<file path="src/hw/rtl/frustum_plane_cull_top_macros.svh">
// ----------------------------------------------------------------------------
// Assertion macros for the frustum plane culling block
// Wrappers for concurrent assertions; they expand to nothing in synthesis.
// ----------------------------------------------------------------------------
`ifndef FRUSTUM_PLANE_CULL_TOP_MACROS_SVH
`define FRUSTUM_PLANE_CULL_TOP_MACROS_SVH

`ifndef SYNTHESIS
`define FPC_ASSERT(label, clk, rst_n, prop, msg) \
	label: assert property (@(posedge clk) disable iff (!rst_n) prop) \
		else $error(msg);
`define FPC_ASSERT_NEXT(label, clk, rst_n, ante, cons, msg) \
	label: assert property (@(posedge clk) disable iff (!rst_n) (ante) |=> (cons)) \
		else $error(msg);
`else
`define FPC_ASSERT(label, clk, rst_n, prop, msg)
`define FPC_ASSERT_NEXT(label, clk, rst_n, ante, cons, msg)
`endif

`endif

</file>
<file path="src/hw/rtl/fpc_pkg.sv">
// ----------------------------------------------------------------------------
// Frustum plane culling package
// Widths, codes, handshake structs and the plane derivation table.
// ----------------------------------------------------------------------------
package fpc_pkg;

	localparam int VALUE_WIDTH = 32;
	localparam int FRAC_BITS = 16;
	localparam int HALF_WIDTH = VALUE_WIDTH - 1;
	localparam int PROD_WIDTH = 2 * VALUE_WIDTH;
	localparam int ACC_WIDTH = PROD_WIDTH + 3;
	localparam int NUM_PLANES = 6;

	typedef logic signed [VALUE_WIDTH-1:0] val_t;

	localparam val_t FIX_ONE = {{(VALUE_WIDTH-FRAC_BITS-1){1'b0}}, 1'b1, {FRAC_BITS{1'b0}}};
	localparam logic [2:0] PLANE_LAST = 3'(NUM_PLANES - 1);
	localparam logic [1:0] TERM_LAST = 2'd3;
	localparam logic [1:0] COL_W = 2'd3;

	typedef enum logic [1:0] {
		ACT_LOAD    = 2'd0,
		ACT_EXTRACT = 2'd1,
		ACT_POINT   = 2'd2,
		ACT_BOX     = 2'd3
	} act_t;

	typedef enum logic [1:0] {
		KIND_ROW    = 2'd0,
		KIND_PLANES = 2'd1,
		KIND_TEST   = 2'd2
	} kind_t;

	typedef struct packed {
		logic vld;
		logic first;
		logic last;
	} mac_ctl_t;

	typedef struct packed {
		logic vld;
		logic neg;
	} mac_res_t;

	function automatic logic [1:0] plane_col(input logic [2:0] p);
		logic [1:0] c;
		case (p)
			3'd0, 3'd1: c = 2'd2;
			3'd2, 3'd3: c = 2'd0;
			default:    c = 2'd1;
		endcase
		return c;
	endfunction

	function automatic logic plane_sub(input logic [2:0] p);
		logic s;
		case (p)
			3'd1, 3'd3, 3'd4: s = 1'b1;
			default:          s = 1'b0;
		endcase
		return s;
	endfunction

	function automatic logic plane_use_w(input logic [2:0] p);
		return p != 3'd0;
	endfunction

	function automatic val_t sat_val(input logic signed [VALUE_WIDTH:0] v);
		val_t r;
		if (v[VALUE_WIDTH] != v[VALUE_WIDTH-1]) begin
			r = v[VALUE_WIDTH] ? {1'b1, {(VALUE_WIDTH-1){1'b0}}}
				: {1'b0, {(VALUE_WIDTH-1){1'b1}}};
		end else begin
			r = v[VALUE_WIDTH-1:0];
		end
		return r;
	endfunction

endpackage

</file>
<file path="src/hw/rtl/fpc_mac.sv">
// ----------------------------------------------------------------------------
// Shared multiply-accumulate unit
// One signed product per cycle, accumulated exactly; flags the sign of each
// finished dot product.
// ----------------------------------------------------------------------------
`include "frustum_plane_cull_top_macros.svh"

module fpc_mac (
	input  logic              clk,
	input  logic              arst_n,
	input  fpc_pkg::mac_ctl_t ctl,
	input  fpc_pkg::val_t     op_a,
	input  fpc_pkg::val_t     op_b,
	output fpc_pkg::mac_res_t res,
	output logic              busy
);
	import fpc_pkg::*;

	mac_ctl_t                     ctl_s1;
	logic signed [PROD_WIDTH-1:0] prod_s1;
	logic signed [ACC_WIDTH-1:0]  acc_q;
	logic signed [ACC_WIDTH-1:0]  acc_nxt;
	mac_res_t                     res_q;

	always_ff @(posedge clk or negedge arst_n) begin
		if (!arst_n) begin
			ctl_s1 <= '0;
			res_q  <= '0;
		end else begin
			ctl_s1    <= ctl;
			res_q.vld <= ctl_s1.vld && ctl_s1.last;
			res_q.neg <= acc_nxt[ACC_WIDTH-1];
		end
	end

	always_ff @(posedge clk) begin
		prod_s1 <= PROD_WIDTH'(op_a * op_b);
		if (ctl_s1.vld) begin
			acc_q <= acc_nxt;
		end
	end

	always_comb begin
		acc_nxt = (ctl_s1.first ? '0 : acc_q)
			+ {{(ACC_WIDTH-PROD_WIDTH){prod_s1[PROD_WIDTH-1]}}, prod_s1};
	end

	assign res  = res_q;
	assign busy = ctl_s1.vld || res_q.vld;

	`FPC_ASSERT(a_res_after_last, clk, arst_n, res_q.vld |-> $past(ctl_s1.vld && ctl_s1.last), "MAC result without a closing term")
	`FPC_ASSERT(a_busy_covers_res, clk, arst_n, res_q.vld |-> busy, "MAC result presented while idle")
	`FPC_ASSERT_NEXT(a_last_gives_res, clk, arst_n, ctl_s1.vld && ctl_s1.last, res_q.vld, "Closing term gave no MAC result")

endmodule

</file>
<file path="config.mk">
export PLATFORM = sky130hd
export DESIGN_NAME = fpc_mac
export DESIGN_NICKNAME = d
export VERILOG_FILES = /design/src/hw/rtl/fpc_pkg.sv /design/src/hw/rtl/fpc_mac.sv
export VERILOG_INCLUDE_DIRS = /design/src /design/src/hw/rtl
export SDC_FILE = /design/constraint.sdc
export NUM_CORES = 2
export LEC_CHECK = 0
export CORE_MARGIN = 4
export CORE_UTILIZATION = 46
export CTS_CLUSTER_SIZE = 25
export DETAILED_ROUTE_END_ITERATION = 10
export DONT_BUFFER_PORTS = 1
export PLACE_DENSITY_LB_ADDON = 0.15
export SLEW_MARGIN = 10
export SYNTH_ARGS = -nofsm -noshare
export SYNTH_HDL_FRONTEND = slang
export SYNTH_SLANG_ARGS = --single-unit
</file>
<file path="constraint.sdc">
create_clock -name clk -period 9.6 [get_ports clk]
set_input_delay 1.92 -clock clk [delete_from_list [all_inputs] [get_ports clk]]
set_output_delay 1.92 -clock clk [all_outputs]
set_load 0.03 [all_outputs]
</file>
==> flow_summary.ini <==
[outcome]
status = completed

[logic_synthesis]
syn-cell-area_um2 = 43800
synth_most_common_cell = fa_1
synth_nets = 6054
yosysWarnings = 0
synthCells = 4652
synth_area_leader_cell = fa_1
synth_mux_area_frac = 0.0004571
synthTopCellsByCount = fa_1, inv_1, nand2_1
synth_edf_count = 67
synthTopCellsByArea = fa_1, inv_1, and2_1, ha_1, nand2_1
synth_xor_area_frac = 0.02559
synth_top_family_by_area = adder cells
syn_avg_cell_area_um2 = 9.415
synthSimpleGateAreaFrac = 0.1632
netlist.area_leader.share = 0.4950
synthArstFlopShare = 0.03676
synth_flop_cell = edfxtp_1
synth_fa_ha_area_frac = 0.5664
yosys_register_bits = 136
synth_compound_area_frac = 0.06016
synthDistinctLibCells = 69
seq_area_frac_synth = 0.07804

[final_layout]
fin_util = 0.4816
drive_above_1_share = 0.01343
instances_no_fill = 5722
syn_to_final_growth_pct = 3.237
stdcell_area_um2 = 45220
nNetsFinal = 5856

[global_routing]
grt_pass1_wl_um = 191600
gr-total-overflow = 0
grt_pass1_vias = 34650
grt.total_usage = 0.2470
grt_max_degree = 70
grt_antenna_before_repair = 3

[clock_tree]
clk_latency_ns = 0.44
clock_sinks = 136
cts_tree = built
cts_setup_buffers = 0
cts-root-buf = clkbuf_16
htreeDepth = 4
cts_hold_buf = 0
cts-buffers-inserted = 17
ctsResizeCount = 0
cts_max_path_buffers = 2
path_clk_slew_ns = 0.06

[critical_path]
worstPathMaxFanout = 32
path_class = in -> reg
crit_arrival_ns = 9.48
crit_path_end_kind = flip-flop
critical_path.startpoint_type = primary input
timing.critical_path.required_ns = 9.89

[sta]
slew_violations = 0
worst_pin_slew_ns = 1.005
period_minus_slack_ns = 9.192
clock.fmax_mhz = 108.8
slew_headroom = 0.3300
hold_viol = 0
clock_skew_ns = 0.009734
fin_crit_sh = 0.9575
rsz0062_at_grt = no
setup_viol = 0

[die]
die_h_um = 316.6
num_io_pins = 72
initial_core_util = 0.4665
die_area_um2 = 100200
chipWidth_um = 316.6
rows = 112
core_area_um2 = 93890

[detailed_routing]
drc = 0
first_iter_violations = 1282
wirelength_um = 115900
via_per_inst = 5.289
via_count = 30260
wl_per_cell_um = 20.26
drt_first_pass_iters = 5
antenna_left = 0

[place]
io_buffers = 0
dpl.cell_count = 5689
dpl_cell_area_um2 = 44620
place_congestion = 0.8536
hpwl_um = 91810

[job]
maxCapViolCount = 0

[min_path]
hold_path.class = reg -> reg
per-stage QoR:
stage          hold WS (ns)  setup WS (ns)  TNS, ns
5_1_grt              0.4894         0.1112        0
2_1_floorplan        0.4337         0.4193        0
4_1_cts              0.4598         0.2141        0
3_5_place_dp         0.4456        -0.2133  -0.5740
3_3_place_gp         0.4380        -0.1932  -0.5048
6_report             0.4588         0.4083        0
path summary, 6_finish.rpt:
| kind | start | to | slack [ns] | depth (start not counted) |
|---|---|---|---|---|
| setup / recovery | op_a[13] | prod_s1[61] | 0.41 | 24 |
| hold / removal | ctl_s1[0] | res[1] | 0.46 | 1 |
| setup reg to reg | ctl_s1[1] | acc_q[65] | 5.00 | 15 |
| hold reg to reg | ctl_s1[0] | res[1] | 0.46 | 1 |
| max in group asynchronous | arst_n | ctl_s1[2] | 8.34 | 0 |
| min in group asynchronous | arst_n | res[1] | 1.18 | 0 |
kinds of logic (layout without fill, tap and decap cells):
| kind of cell | after synthesis | after routing |
|---|---|---|
| adder cells (fa/ha/maj) | 1333 | 1333 |
| multiplexers | 2 | 2 |
| buffers and inverters | 1238 | 1053 |
| other | 0 | 1 |
| AO/OA/AOI/OAI | 409 | 409 |
| AND/OR/NAND/NOR | 1406 | 1406 |
| XOR/XNOR | 128 | 128 |
| flip-flops | 136 | 136 |
layout make-up:
cell class	instances	area, um2
Antenna cell	1	2.502
Clock buffer	18	450.4
Clock inverter	14	137.6
Fill cell	9148	48670
Inverter	1008	3784
Multi-Input combinational cell	3278	35740
Sequential cell	136	3421
Tap cell	1254	1569
Timing Repair Buffer	13	110.1
per-layer routing:
layer,vias up,part of all wire,global-route usage
li1,13400,-,-
met1,15950,0.39,0.2941
met2,680,0.52,0.4554
met3,229,0.039,0.03104
met4,0,0.044,0.09365
met5,-,0,0
critical path, cell delays in order:
cell and delay [ns]:
and2_1 0.17, fa_1 0.57, fa_1 0.45, fa_1 0.52, inv_1 0.06, fa_1 0.49, inv_1 0.06, fa_1 0.52
inv_1 0.06, fa_1 0.54, inv_1 0.05, fa_1 0.49, fa_1 0.41, ha_1 0.39, a211oi_1 0.25, o21bai_1 0.13
a311oi_2 0.37, a211oi_1 0.28, o31ai_2 0.45, a21oi_1 0.18, o31a_1 0.34, o31ai_1 0.38, and2_1 0.26, o311ai_1 0.11
flip-flops by register name, summed over array words and instances (netlist names):
signal,flops
acc_q,67
prod_s1,64
ctl_s1,3
res,2
placed cells by master (no fill, tap or decap), drive strengths merged, types with 22 or more instances in the layout:
| cell | synthesis | final |
|---|---|---|
| nand3 | 29 | 29 |
| dfxtp | 64 | 64 |
| nand2b | 22 | 22 |
| nor2 | 96 | 96 |
| xnor2 | 83 | 83 |
| a21oi | 125 | 125 |
| a21o | 69 | 69 |
| o21ai | 81 | 81 |
| nand2 | 558 | 558 |
| nor2b | 83 | 83 |
| fa | 1083 | 1083 |
| nand4 | 23 | 23 |
| edfxtp | 67 | 67 |
| xor2 | 45 | 45 |
| and2 | 535 | 535 |
| ha | 250 | 250 |
| inv | 1007 | 1014 |
Power is not shown: default switching activity piles up to over one toggle a cycle in this logic, so the estimate is an artifact.
